$ cat config.mk
export PLATFORM = sky130hd
export DESIGN_NAME = lifting_wavelet_53_1d_core_flat
export DESIGN_NICKNAME = d
export VERILOG_FILES = /design/src/rtl/core/lwt53_pkg.sv /design/src/rtl/core/lwt53_req_if.sv /design/src/rtl/core/lwt53_rsp_if.sv /design/src/rtl/core/lwt53_csr_if.sv /design/src/rtl/core/lifting_wavelet_53_1d_core.sv /design/src/rtl/core/lwt53_datapath.sv /design/src/rtl/core/lwt53_rsp_queue.sv /design/src/flat_wrapper.sv
export SDC_FILE = /design/constraint.sdc
export NUM_CORES = 2
export LEC_CHECK = 0
export BUFFER_PORTS_ARGS = -buffer_cell sky130_fd_sc_hd__buf_4
export CAP_MARGIN = 20
export CORE_MARGIN = 2
export CORE_UTILIZATION = 40
export DETAILED_ROUTE_END_ITERATION = 8
export PLACE_DENSITY = 0.57
export SLEW_MARGIN = 25
export SYNTH_ARGS = -nofsm -noshare
export SYNTH_HDL_FRONTEND = slang
export SYNTH_HIERARCHICAL = 1
export SYNTH_SLANG_ARGS = --single-unit
$ cat constraint.sdc
create_clock -name clock -period 21.2 [get_ports clock]
set_input_delay 2.12 -clock clock [delete_from_list [all_inputs] [get_ports clock]]
set_output_delay 2.12 -clock clock [all_outputs]
set_load 0.005 [all_outputs]
$ cat src/rtl/core/lwt53_pkg.sv
// shared constants, codes and types of the 5/3 lifting wavelet core
package lwt53_pkg;

   localparam int SAMPLE_BITS_DEFAULT = 24;
   localparam int INDEX_BITS = 16;
   localparam int CSR_INDEX_BITS = 8;
   localparam int CSR_DATA_BITS = 16;
   localparam int MIN_SEQ_LENGTH = 3;
   localparam int SEQ_LENGTH_RESET = 8;
   localparam int QUEUE_DEPTH = 8;
   localparam int RESULTS_MAX = 3;

   typedef enum logic [CSR_INDEX_BITS-1:0] {
      CSR_DIRECTION  = 8'd0,
      CSR_SEQ_LENGTH = 8'd1
   } csr_index_type;

   typedef enum logic {
      DIR_FORWARD = 1'b0,
      DIR_INVERSE = 1'b1
   } direction_type;

   typedef struct packed {
      logic                      valid;
      logic [CSR_INDEX_BITS-1:0] index;
      logic [CSR_DATA_BITS-1:0]  data;
   } csr_write_type;

   typedef struct packed {
      logic [INDEX_BITS-1:0] index;
      logic                  last;
   } rsp_tag_type;

   typedef struct packed {
      logic [1:0]        count;
      rsp_tag_type [2:0] tag;
   } push_type;

endpackage

$ cat src/rtl/core/lwt53_req_if.sv
// sample input channel
interface lwt53_req_if #(parameter int SAMPLE_BITS = lwt53_pkg::SAMPLE_BITS_DEFAULT);
   logic                          valid;
   logic                          ready;
   logic signed [SAMPLE_BITS-1:0] sample;

   modport source (output valid, output sample, input ready);
   modport sink (input valid, input sample, output ready);
endinterface

$ cat src/rtl/core/lwt53_rsp_if.sv
// result output channel
interface lwt53_rsp_if #(parameter int SAMPLE_BITS = lwt53_pkg::SAMPLE_BITS_DEFAULT);
   logic                                   valid;
   logic                                   ready;
   logic signed [SAMPLE_BITS-1:0]          value;
   logic [lwt53_pkg::INDEX_BITS-1:0]       index;
   logic                                   last;

   modport source (output valid, output value, output index, output last, input ready);
   modport sink (input valid, input value, input index, input last, output ready);
endinterface

$ cat src/rtl/core/lwt53_csr_if.sv
// configuration write channel
interface lwt53_csr_if;
   logic                                 valid;
   logic                                 ready;
   logic [lwt53_pkg::CSR_INDEX_BITS-1:0] index;
   logic [lwt53_pkg::CSR_DATA_BITS-1:0]  data;

   modport source (output valid, output index, output data, input ready);
   modport sink (input valid, input index, input data, output ready);
endinterface

$ cat src/rtl/core/lifting_wavelet_53_1d_core.sv
// top level of the streaming 5/3 lifting wavelet core
// Takes one sample per clock cycle while req ready is high, and returns results in ascending
// index order with a last flag on the final one of each sequence. A sample is registered on
// acceptance and its predict/update arithmetic runs in the following cycle, which pushes zero
// to three results into an eight-entry result queue; the queue hands out one result per cycle
// while rsp ready is high. Since results average one per sample, the queue drains at the input
// rate; req ready drops only while the queue could not absorb a burst of three more results.
// Configuration writes are taken at any time but are meant for idle periods; each write to a
// mapped register restarts the sequence at index zero.
module lifting_wavelet_53_1d_core #(
   parameter int SAMPLE_BITS = lwt53_pkg::SAMPLE_BITS_DEFAULT
) (
   input logic          clock,
   input logic          reset,
   lwt53_req_if.sink    req_ch,
   lwt53_rsp_if.source  rsp_ch,
   lwt53_csr_if.sink    csr_ch
);
   import lwt53_pkg::*;

   csr_write_type               csr_write;
   push_type                    push;
   logic [2:0][SAMPLE_BITS-1:0] push_value;
   logic                        space_ok;
   logic                        in_accept;
   logic [SAMPLE_BITS-1:0]      out_value;
   rsp_tag_type                 out_tag;

   assign csr_ch.ready = 1'b1;
   assign csr_write.valid = csr_ch.valid;
   assign csr_write.index = csr_ch.index;
   assign csr_write.data = csr_ch.data;

   assign req_ch.ready = space_ok;
   assign in_accept = req_ch.valid && space_ok;

   lwt53_datapath #(.SAMPLE_BITS(SAMPLE_BITS)) u_datapath (
      .clock      (clock),
      .reset      (reset),
      .csr_write  (csr_write),
      .in_accept  (in_accept),
      .in_sample  (req_ch.sample),
      .push       (push),
      .push_value (push_value)
   );

   lwt53_rsp_queue #(.SAMPLE_BITS(SAMPLE_BITS)) u_rsp_queue (
      .clock      (clock),
      .reset      (reset),
      .push       (push),
      .push_value (push_value),
      .space_ok   (space_ok),
      .out_valid  (rsp_ch.valid),
      .out_ready  (rsp_ch.ready),
      .out_value  (out_value),
      .out_tag    (out_tag)
   );

   assign rsp_ch.value = out_value;
   assign rsp_ch.index = out_tag.index;
   assign rsp_ch.last = out_tag.last;

endmodule

$ cat src/rtl/core/lwt53_datapath.sv
// input register, lifting state and predict/update arithmetic
module lwt53_datapath #(
   parameter int SAMPLE_BITS = lwt53_pkg::SAMPLE_BITS_DEFAULT
) (
   input  logic                                clock,
   input  logic                                reset,
   input  lwt53_pkg::csr_write_type            csr_write,
   input  logic                                in_accept,
   input  logic signed [SAMPLE_BITS-1:0]       in_sample,
   output lwt53_pkg::push_type                 push,
   output logic [2:0][SAMPLE_BITS-1:0]         push_value
);
   import lwt53_pkg::*;

   localparam int WIDE = SAMPLE_BITS + 3;
   typedef logic signed [WIDE-1:0] wide_type;
   typedef logic signed [SAMPLE_BITS-1:0] sample_type;

   function automatic wide_type ext(input sample_type v);
      return WIDE'(v);
   endfunction

   function automatic sample_type sat(input wide_type v);
      sample_type r;
      if (&v[WIDE-1:SAMPLE_BITS-1] || ~|v[WIDE-1:SAMPLE_BITS-1]) begin
         r = v[SAMPLE_BITS-1:0];
      end else if (v[WIDE-1]) begin
         r = {1'b1, {(SAMPLE_BITS-1){1'b0}}};
      end else begin
         r = {1'b0, {(SAMPLE_BITS-1){1'b1}}};
      end
      return r;
   endfunction

   direction_type         direction_ff, direction_in;
   logic [INDEX_BITS-1:0] seq_length_ff, seq_length_in;
   logic [INDEX_BITS-1:0] position_ff, position_in;
   sample_type            low_even_ff, low_even_in;
   sample_type            low_odd_ff, low_odd_in;
   sample_type            held_ff, held_in;
   sample_type            older_ff, older_in;
   logic                  stage_valid_ff;
   sample_type            stage_sample_ff;

   logic [INDEX_BITS-1:0] last_pos;
   logic                  lastp;
   sample_type            x;
   sample_type            fwd_d_even, fwd_dprev, fwd_s_even, fwd_tail_even;
   sample_type            fwd_d_odd, fwd_s_odd;
   sample_type            inv_e_first, inv_e_last, inv_o_last;
   sample_type            inv_e_odd, inv_o_odd, inv_tail_odd;

   assign x = stage_sample_ff;
   assign last_pos = (seq_length_ff < INDEX_BITS'(MIN_SEQ_LENGTH))
                     ? INDEX_BITS'(MIN_SEQ_LENGTH - 1) : seq_length_ff - INDEX_BITS'(1);
   assign lastp = (position_ff == last_pos);

   // forward predict and update
   assign fwd_d_even    = sat(ext(held_ff) - ((ext(older_ff) + ext(x)) >>> 1));
   assign fwd_dprev     = (position_ff == INDEX_BITS'(2)) ? fwd_d_even : low_odd_ff;
   assign fwd_s_even    = sat(ext(older_ff) + ((ext(fwd_dprev) + ext(fwd_d_even)) >>> 2));
   assign fwd_tail_even = sat(ext(x) + (ext(fwd_d_even) >>> 1));
   assign fwd_d_odd     = sat(ext(x) - ext(older_ff));
   assign fwd_s_odd     = sat(ext(older_ff) + ((ext(low_odd_ff) + ext(fwd_d_odd)) >>> 2));

   // inverse undo update, then undo predict
   assign inv_e_first  = sat(ext(held_ff) - ((ext(x) + ext(x)) >>> 2));
   assign inv_e_last   = sat(ext(x) - (ext(low_odd_ff) >>> 1));
   assign inv_o_last   = sat(ext(low_odd_ff) + ((ext(low_even_ff) + ext(inv_e_last)) >>> 1));
   assign inv_e_odd    = sat(ext(held_ff) - ((ext(low_odd_ff) + ext(x)) >>> 2));
   assign inv_o_odd    = sat(ext(low_odd_ff) + ((ext(low_even_ff) + ext(inv_e_odd)) >>> 1));
   assign inv_tail_odd = sat(ext(x) + ext(inv_e_odd));

   always_comb begin
      push = '0;
      push_value = '0;
      direction_in = direction_ff;
      seq_length_in = seq_length_ff;
      position_in = position_ff;
      low_even_in = low_even_ff;
      low_odd_in = low_odd_ff;
      held_in = held_ff;
      older_in = older_ff;
      push.tag[0].index = position_ff - INDEX_BITS'(2);
      push.tag[1].index = position_ff - INDEX_BITS'(1);
      push.tag[2].index = position_ff;
      if (stage_valid_ff) begin
         position_in = lastp ? '0 : position_ff + INDEX_BITS'(1);
         if (direction_ff == DIR_FORWARD) begin
            if (position_ff == '0) begin
               older_in = x;
            end else if (position_ff == INDEX_BITS'(1)) begin
               held_in = x;
            end else if (!position_ff[0]) begin
               push.count = lastp ? 2'd3 : 2'd2;
               push_value[0] = fwd_s_even;
               push_value[1] = fwd_d_even;
               push_value[2] = fwd_tail_even;
               push.tag[2].last = 1'b1;
               older_in = x;
               low_odd_in = fwd_d_even;
            end else if (lastp) begin
               push.count = 2'd2;
               push_value[0] = fwd_s_odd;
               push_value[1] = fwd_d_odd;
               push.tag[0].index = position_ff - INDEX_BITS'(1);
               push.tag[1].index = position_ff;
               push.tag[1].last = 1'b1;
            end else begin
               held_in = x;
            end
         end else begin
            if (position_ff == '0) begin
               held_in = x;
            end else if (position_ff == INDEX_BITS'(1)) begin
               push.count = 2'd1;
               push_value[0] = inv_e_first;
               push.tag[0].index = '0;
               low_even_in = inv_e_first;
               low_odd_in = x;
            end else if (!position_ff[0]) begin
               if (lastp) begin
                  push.count = 2'd2;
                  push_value[0] = inv_o_last;
                  push_value[1] = inv_e_last;
                  push.tag[0].index = position_ff - INDEX_BITS'(1);
                  push.tag[1].index = position_ff;
                  push.tag[1].last = 1'b1;
               end else begin
                  held_in = x;
               end
            end else begin
               push.count = lastp ? 2'd3 : 2'd2;
               push_value[0] = inv_o_odd;
               push_value[1] = inv_e_odd;
               push_value[2] = inv_tail_odd;
               push.tag[2].last = 1'b1;
               low_even_in = inv_e_odd;
               low_odd_in = x;
            end
         end
      end
      if (csr_write.valid) begin
         unique case (csr_write.index)
            CSR_DIRECTION: begin
               direction_in = direction_type'(csr_write.data[0]);
               position_in = '0;
            end
            CSR_SEQ_LENGTH: begin
               seq_length_in = csr_write.data[INDEX_BITS-1:0];
               position_in = '0;
            end
            default: begin
            end
         endcase
      end
   end

   always_ff @(posedge clock) begin
      if (reset) begin
         direction_ff <= DIR_FORWARD;
         seq_length_ff <= INDEX_BITS'(SEQ_LENGTH_RESET);
         position_ff <= '0;
         low_even_ff <= '0;
         low_odd_ff <= '0;
         held_ff <= '0;
         older_ff <= '0;
         stage_valid_ff <= 1'b0;
      end else begin
         direction_ff <= direction_in;
         seq_length_ff <= seq_length_in;
         position_ff <= position_in;
         low_even_ff <= low_even_in;
         low_odd_ff <= low_odd_in;
         held_ff <= held_in;
         older_ff <= older_in;
         stage_valid_ff <= in_accept;
      end
   end

   always_ff @(posedge clock) begin
      if (in_accept) begin
         stage_sample_ff <= in_sample;
      end
   end

   a_first_silent: assert property (@(posedge clock) disable iff (reset)
      stage_valid_ff && (position_ff == '0) |-> push.count == 2'd0)
      else $error("results pushed for the first sample of a sequence");

   a_fwd_odd_silent: assert property (@(posedge clock) disable iff (reset)
      stage_valid_ff && (direction_ff == DIR_FORWARD) && position_ff[0] && !lastp
      |-> push.count == 2'd0)
      else $error("forward odd sample pushed results before sequence end");

endmodule

$ cat src/rtl/core/lwt53_rsp_queue.sv
// result queue taking up to three results per cycle and releasing one while out_ready is high
module lwt53_rsp_queue #(
   parameter int SAMPLE_BITS = lwt53_pkg::SAMPLE_BITS_DEFAULT
) (
   input  logic                          clock,
   input  logic                          reset,
   input  lwt53_pkg::push_type           push,
   input  logic [2:0][SAMPLE_BITS-1:0]   push_value,
   output logic                          space_ok,
   output logic                          out_valid,
   input  logic                          out_ready,
   output logic [SAMPLE_BITS-1:0]        out_value,
   output lwt53_pkg::rsp_tag_type        out_tag
);
   import lwt53_pkg::*;

   localparam int PTR_BITS = $clog2(QUEUE_DEPTH);
   localparam int COUNT_BITS = PTR_BITS + 1;

   logic [SAMPLE_BITS-1:0] value_ff [QUEUE_DEPTH];
   rsp_tag_type            tag_ff [QUEUE_DEPTH];
   logic [PTR_BITS-1:0]    head_ff, head_in;
   logic [PTR_BITS-1:0]    tail_ff, tail_in;
   logic [COUNT_BITS-1:0]  count_ff, count_in;
   logic                   pop;

   assign out_valid = (count_ff != '0);
   assign pop = out_valid && out_ready;
   assign out_value = value_ff[head_ff];
   assign out_tag = tag_ff[head_ff];
   assign count_in = count_ff + COUNT_BITS'(push.count) - COUNT_BITS'(pop);
   assign head_in = head_ff + PTR_BITS'(pop);
   assign tail_in = tail_ff + PTR_BITS'(push.count);
   // room for a worst-case burst from the transaction taken this cycle
   assign space_ok = (count_in <= COUNT_BITS'(QUEUE_DEPTH - RESULTS_MAX));

   always_ff @(posedge clock) begin
      if (reset) begin
         head_ff <= '0;
         tail_ff <= '0;
         count_ff <= '0;
      end else begin
         head_ff <= head_in;
         tail_ff <= tail_in;
         count_ff <= count_in;
      end
   end

   always_ff @(posedge clock) begin
      for (int k = 0; k < RESULTS_MAX; k++) begin
         if (k < int'(push.count)) begin
            value_ff[tail_ff + PTR_BITS'(k)] <= push_value[k];
            tag_ff[tail_ff + PTR_BITS'(k)] <= push.tag[k];
         end
      end
   end

   a_no_overflow: assert property (@(posedge clock) disable iff (reset)
      count_ff <= COUNT_BITS'(QUEUE_DEPTH))
      else $error("result queue overflow");

   a_drain: assert property (@(posedge clock) disable iff (reset)
      (count_ff == COUNT_BITS'(1)) && out_ready && (push.count == 2'd0) |=> !out_valid)
      else $error("result queue still valid after its only entry left");

endmodule

$ cat src/flat_wrapper.sv
// flat-port wrapper written by rule: the top's interface ports become plain ports
module lifting_wavelet_53_1d_core_flat import lwt53_pkg::*;
#(
   parameter int SAMPLE_BITS = lwt53_pkg::SAMPLE_BITS_DEFAULT
)
  (clock, reset, req_ch_valid, req_ch_sample, req_ch_ready, rsp_ch_valid, rsp_ch_value, rsp_ch_index, rsp_ch_last, rsp_ch_ready, csr_ch_valid, csr_ch_index, csr_ch_data, csr_ch_ready);
  lwt53_req_if #(.SAMPLE_BITS(SAMPLE_BITS)) req_ch_i ();
  lwt53_rsp_if #(.SAMPLE_BITS(SAMPLE_BITS)) rsp_ch_i ();
  lwt53_csr_if csr_ch_i ();
  input logic clock;
  input logic reset;
  input wire logic [$bits(req_ch_i.valid)-1:0] req_ch_valid;
  input wire logic [$bits(req_ch_i.sample)-1:0] req_ch_sample;
  output wire logic [$bits(req_ch_i.ready)-1:0] req_ch_ready;
  output wire logic [$bits(rsp_ch_i.valid)-1:0] rsp_ch_valid;
  output wire logic [$bits(rsp_ch_i.value)-1:0] rsp_ch_value;
  output wire logic [$bits(rsp_ch_i.index)-1:0] rsp_ch_index;
  output wire logic [$bits(rsp_ch_i.last)-1:0] rsp_ch_last;
  input wire logic [$bits(rsp_ch_i.ready)-1:0] rsp_ch_ready;
  input wire logic [$bits(csr_ch_i.valid)-1:0] csr_ch_valid;
  input wire logic [$bits(csr_ch_i.index)-1:0] csr_ch_index;
  input wire logic [$bits(csr_ch_i.data)-1:0] csr_ch_data;
  output wire logic [$bits(csr_ch_i.ready)-1:0] csr_ch_ready;
  assign req_ch_i.valid = req_ch_valid;
  assign req_ch_i.sample = req_ch_sample;
  assign req_ch_ready = req_ch_i.ready;
  assign rsp_ch_valid = rsp_ch_i.valid;
  assign rsp_ch_value = rsp_ch_i.value;
  assign rsp_ch_index = rsp_ch_i.index;
  assign rsp_ch_last = rsp_ch_i.last;
  assign rsp_ch_i.ready = rsp_ch_ready;
  assign csr_ch_i.valid = csr_ch_valid;
  assign csr_ch_i.index = csr_ch_index;
  assign csr_ch_i.data = csr_ch_data;
  assign csr_ch_ready = csr_ch_i.ready;
  lifting_wavelet_53_1d_core #(.SAMPLE_BITS(SAMPLE_BITS)) u_core (.clock(clock), .reset(reset), .req_ch(req_ch_i), .rsp_ch(rsp_ch_i), .csr_ch(csr_ch_i));
endmodule
# Yosys cells after proc, flatten, opt, wreduce, memory -nomap -nowiden

Memory sizes are Yosys's and may differ from the RTL's. A register that Yosys moved wholly into a read port is not among the register bits.
Cells that the tools add are included.

$add $sub $neg: 28
$lt $le $gt $ge: 5
Equality and inequality tests: 12
Muxes and demuxes: 92
Bitwise gates (word level): 2
Reduce and logical (&&, ||, !) cells: 58

Operators by type and width:

| cell                  | count |
|---|---|
| $mux 24               | 46 |
| $mux 72               | 5 |
| $add 24x24->25        | 10 |
| $mux 48               | 5 |
| $mux 34               | 5 |
| $mux 33               | 4 |
| $mux 16               | 6 |
| $add 24x23->25        | 3 |
| $sub 24x23->25        | 3 |
| $reduce_and 4->1      | 13 |
| $sub 24x24->25        | 2 |
| $reduce_or 4->1       | 11 |
| $sub 16x1->16 const B | 2 |
| $mux 18               | 1 |
| $mux 2                | 9 |
| $add 16x1->16 const B | 1 |
| $eq 16x1->1 const B   | 1 |
| $eq 16x16->1          | 1 |
| $eq 16x2->1 const B   | 1 |
| $logic_not 16->1      | 1 |
| $lt 16x2->1 const B   | 1 |
| $sub 16x2->16 const B | 1 |
| $logic_not 1->1       | 11 |
| $logic_or 1x1->1      | 11 |
| 26 further kinds      | 43 |

Register bits after elaboration: 164
RAM bits: 328
Input bits: 53
Output and inout port bits: 44
Logic and storage cells: 211
Memories kept: 2

Memory list:

| name                        | depth | bits a word | read ports | clocked after Yosys merged registers in | write ports | line                  | RTL |
|---|---|---|---|---|---|---|---|
| u_core.u_rsp_queue.value_ff | 8     | 24          | 1          | 1                                       | 3           | lwt53_rsp_queue.sv:20 | `logic [SAMPLE_BITS-1:0] value_ff [QUEUE_DEPTH];` |
| u_core.u_rsp_queue.tag_ff   | 8     | 17          | 1          | 1                                       | 3           | lwt53_rsp_queue.sv:21 | `rsp_tag_type tag_ff [QUEUE_DEPTH];` |

# Logic depth before layout (Yosys ltp)

Word-level depth: 18
Gate-level depth with buffers: 63
Depth with buffers taken out: 61

# Cells and area by module

The synthesis kept the hierarchy.

Modules (own cells, without submodules):

| module                     | times used | cells each | area an instance (µm²) | seq. area each (µm²) |
|---|---|---|---|---|
| lwt53_datapath             | 1          | 4111       | 29555.8                | 3323.2 |
| lwt53_rsp_queue            | 1          | 2370       | 22671.7                | 10049.6 |
| lifting_wavelet_53_1d_core | 1          | 3          | 17.5                   | 0.0 |

# Worst setup path before layout

Ideal clock, no wire load.

Kind: register to register
Start point: reg u_core.u_datapath.stage_sample_ff[1]
End point: mem u_core/u_rsp_queue/value_ff[0][21] in the netlist's numbering (data pin)
Library setup time: 0.152 ns
Arrival: 11.481 ns
Required time: 21.048 ns
Path slack: 9.567 ns
Stages on the path, launching flop included: 57
Buffers on the path: 1
Period minus slack after synthesis: 11.633 ns
Cells stage by stage: edfxtp_1 ha_1 a31oi_1 o21bai_1 a21oi_1 o21bai_1 a21oi_1 nor3b_1 o41ai_1 o21ai_0 a41o_1 o211a_1 nor2_1 inv_1 a21oi_1 xnor2_1 ha_1 a21o_1 (+21 left out) ha_1 a21o_1 a21o_1 a21o_1 a21o_1 a21o_1 a21oi_1 o21bai_1 a41o_1 and2_1 a21oi_1 nor2_1 a211o_1 buf_6 or4_1 nand3_1 o21ai_0 a31oi_1

RTL lines:

| what                   | line                  | RTL |
|---|---|---|
| from (decl)            | lwt53_datapath.sv:43  | `sample_type stage_sample_ff;` |
| from (signal assigned) | lwt53_datapath.sv:183 | `stage_sample_ff <= in_sample;` |
| to (decl)              | lwt53_rsp_queue.sv:20 |  |

==> impl_results.md <==
* Status: finished clean
* Area of the multi-input gates at roughly 36000 um^2
* Most common cell in the netlist: o21ai_0
* Syn. warnings at 6
* Main synth FF type: edfxtp_1
* Die H at 365 um
* Detailed placer's ending HPWL at 154000 um
* Syn Std Cell Area at 52200 um^2
* IO buf count at 95
* Endpoints failing setup at 0
* DRT iter0 DRCs at 6913
* Arrival time worst endpoint at roughly 15000 ps
* Crit path time final at 14600 ps
* Root Driver: clkbuf_16
* WL per Instance at 27.9 um
* Crit Path Max Fanout at 26
* RSZ-0062 raised after global routing: no
* Critical path launch point type: register
* Top-area cell type share of the netlist area at 20.2%
* Area delta synth->final at 8.76%
* Design Area, Final at between 50000 and 60000 um^2
* Rel. slew slack at 13.1%
* DP Area at 54300 um^2
* Lkg Pwr at 21.4 nW
* Layout cells sized above 1 at under 10%
* Pins over their slew limit at 0
* Num CTS Buffers at 67
* Setup TNS at 0 ps
* Fmax achieved at a little under 0.07 GHz
* Final Hold Fails at 0
* Post-synth EDFFs at 352
* VDD IR max at 0.000173 V
* Setup Skew at 48.0 ps
* FF+latch area at 13400 um^2
* #FFs+latches synth at just under 500
* Row cnt at 132
* Global-route usage over all layers at 32.5%
* Sequential area share after synthesis at between 20% and 30%
* Overall die area at roughly 130000 um^2
* Worst reg2reg path depth at 55
* Antenna violations before repair at 6
* Max_cap viols at 0
* Top post-synthesis cells by area: edfxtp_1 (20%), ha_1 (10%), o21ai_0 (6.5%)
* Hold Path Class: register to register
* Worst path required time at approximately 22000 ps
* Total Nets Final at 6778
* # IOs at 97
* Largest area contributor in the netlist: edfxtp_1
* Total Routed Length at 225000 um
* Cell Pwr Density at 184 nW/um^2
* Clk sinks at 492
* Synth cell types at 105
* Worst setup margin at approximately 6600 ps
* Chip Width at roughly 370 um
* Clock transition at the registers of the reported paths at 60 ps
* Ys async rst share at 0%
* Starting Density at 40.3%
* Vias/cell at 6.53
* Clock Latency Late Sink at 710 ps
* # fillers at approximately 13000
* Dpl ws at 6850 ps
* Core area at 130000 um^2
* CTS tree: built
* DRC errors left at 0
* First-pass GRT wire length at between 300000 and 400000 um
* CP Class: register to register
* Mapped Nets at 6976
* Mapped Cells at 6484
* CP Capture Type: register
* Routability Congestion at 1.03
* Period utilization at 68.8%
* Most used cell, CP: a21oi_1
* Total grt overflow at 0
* Final Core Density at 43.8%
* Post-CTS Hold Buffers at 0
* Vias in the first global route at a little under 50000
* Clk buf depth at 3
* Slew @ Worst Pin at 1290 ps
* CTS resizes at 0
* H-Tree Level Count at 3
* CP max-delay cell: o211ai_1
* CP max stage delay at between 800 and 900 ps
* Post-CTS setup buffers at 0
* Syn_area_per_cell at 8.06 um^2
* Final antenna-violating net count at 0
* Pre-Repair DR Iteration Count at 6
* Worst Hold Depth at 2
* Via count at roughly 53000
* Commonest cells in the synthesized netlist: o21ai_0 (683), nand2_1 (646), ha_1 (423)
* Largest net degree at the start of global routing at 228
==> final cells by class <==
type                    instances  share of cell area [%]
clock inverters                47                    1.06
repair buffers                238                    3.33
multi-input cells            5237                    63.4
clock buffers                  76                    3.12
well taps                    1742                    3.84
flip-flops and latches        492                    23.6
inverters                     250                    1.66
diodes                          3                  0.0132
==> state kept, by name, indices dropped and copies added, names as in the netlist, 3 cells and up <==
name                               cells
u_core/u_rsp_queue/value_ff          192
u_core/u_datapath/low_odd_ff          24
u_core/u_datapath/held_ff             24
u_core/u_rsp_queue/count_ff            4
u_core/u_rsp_queue/tail_ff             3
u_core/u_datapath/position_ff         16
u_core/u_datapath/seq_length_ff       16
u_core/u_rsp_queue/head_ff             3
u_core/u_datapath/stage_sample_ff     24
u_core/u_rsp_queue/tag_ff            136
u_core/u_datapath/low_even_ff         24
u_core/u_datapath/older_ff            24
==> cells by family after synthesis <==
family                   share of synthesized area [%]
XOR/XNOR                                          6.88
flip-flops                                        25.6
buffers and inverters                             5.98
adder cells (fa/ha/maj)                           10.9
AO/OA/AOI/OAI                                     25.3
AND/OR/NAND/NOR                                   19.7
multiplexers                                      5.65
other                                           0.0144
==> placed cells by master (no fill, tap or decap), drive strengths merged, types with 140 or more instances in the layout <==
cell type and count:
o21ai 722, nand2 647, nor3 424, ha 423
nor2 396, a21oi 378, a31oi 371, edfxtp 352
xnor2 271, inv 256, buf 238, a21o 174
dfxtp 140
==> worst max-delay path, delay by kind of cell, from the launching register on <==
kind | cells | cell delay, ps
AO/OA/AOI/OAI | 39 | 10080
adder cells (fa/ha/maj) | 5 | 2000
XOR/XNOR | 2 | 300
buffers and inverters | 3 | 540
flip-flops | 1 | 690
AND/OR/NAND/NOR | 6 | 770
==> metrics by stage <==
step	hold slack [ps]	std cells	power, mW
floorplan	453	6484	6.30
global placement	464	7944	8.89
detailed placement	471	7951	8.87
CTS	483	8074	10.2
global route	491	8082	11.0
finish	485	8085	10.4
==> final timing paths <==
path	from	to	slack (ps)
worst max-delay path	u_core/u_datapath/stage_sample_ff[1]	u_core/u_rsp_queue/value_ff[2][4]	6600
worst min-delay path	u_core/u_datapath/low_even_ff[15]	u_core/u_datapath/low_even_ff[15]	490
worst max register to register	u_core/u_datapath/stage_sample_ff[1]	u_core/u_rsp_queue/value_ff[2][4]	6600
worst min register to register	u_core/u_datapath/low_even_ff[15]	u_core/u_datapath/low_even_ff[15]	490
==> layer usage <==
metal,vias up,wire (um),GRT usage (%)
met2,3104,97300,49.9
li1,23700,-,-
met3,571,26000,6.36
met1,25400,92200,44.8
met5,-,13,0
met4,2,9710,12.8
==> power breakdown <==
part / leakage [nW] / internal [mW] / switching, mW
clock: 1.12 / 0.734 / 0.518
sequential: 4.23 / 1.10 / 0.154
combinational: 16.1 / 2.79 / 5.14
Note: power is estimated with default switching activity, not from simulation.
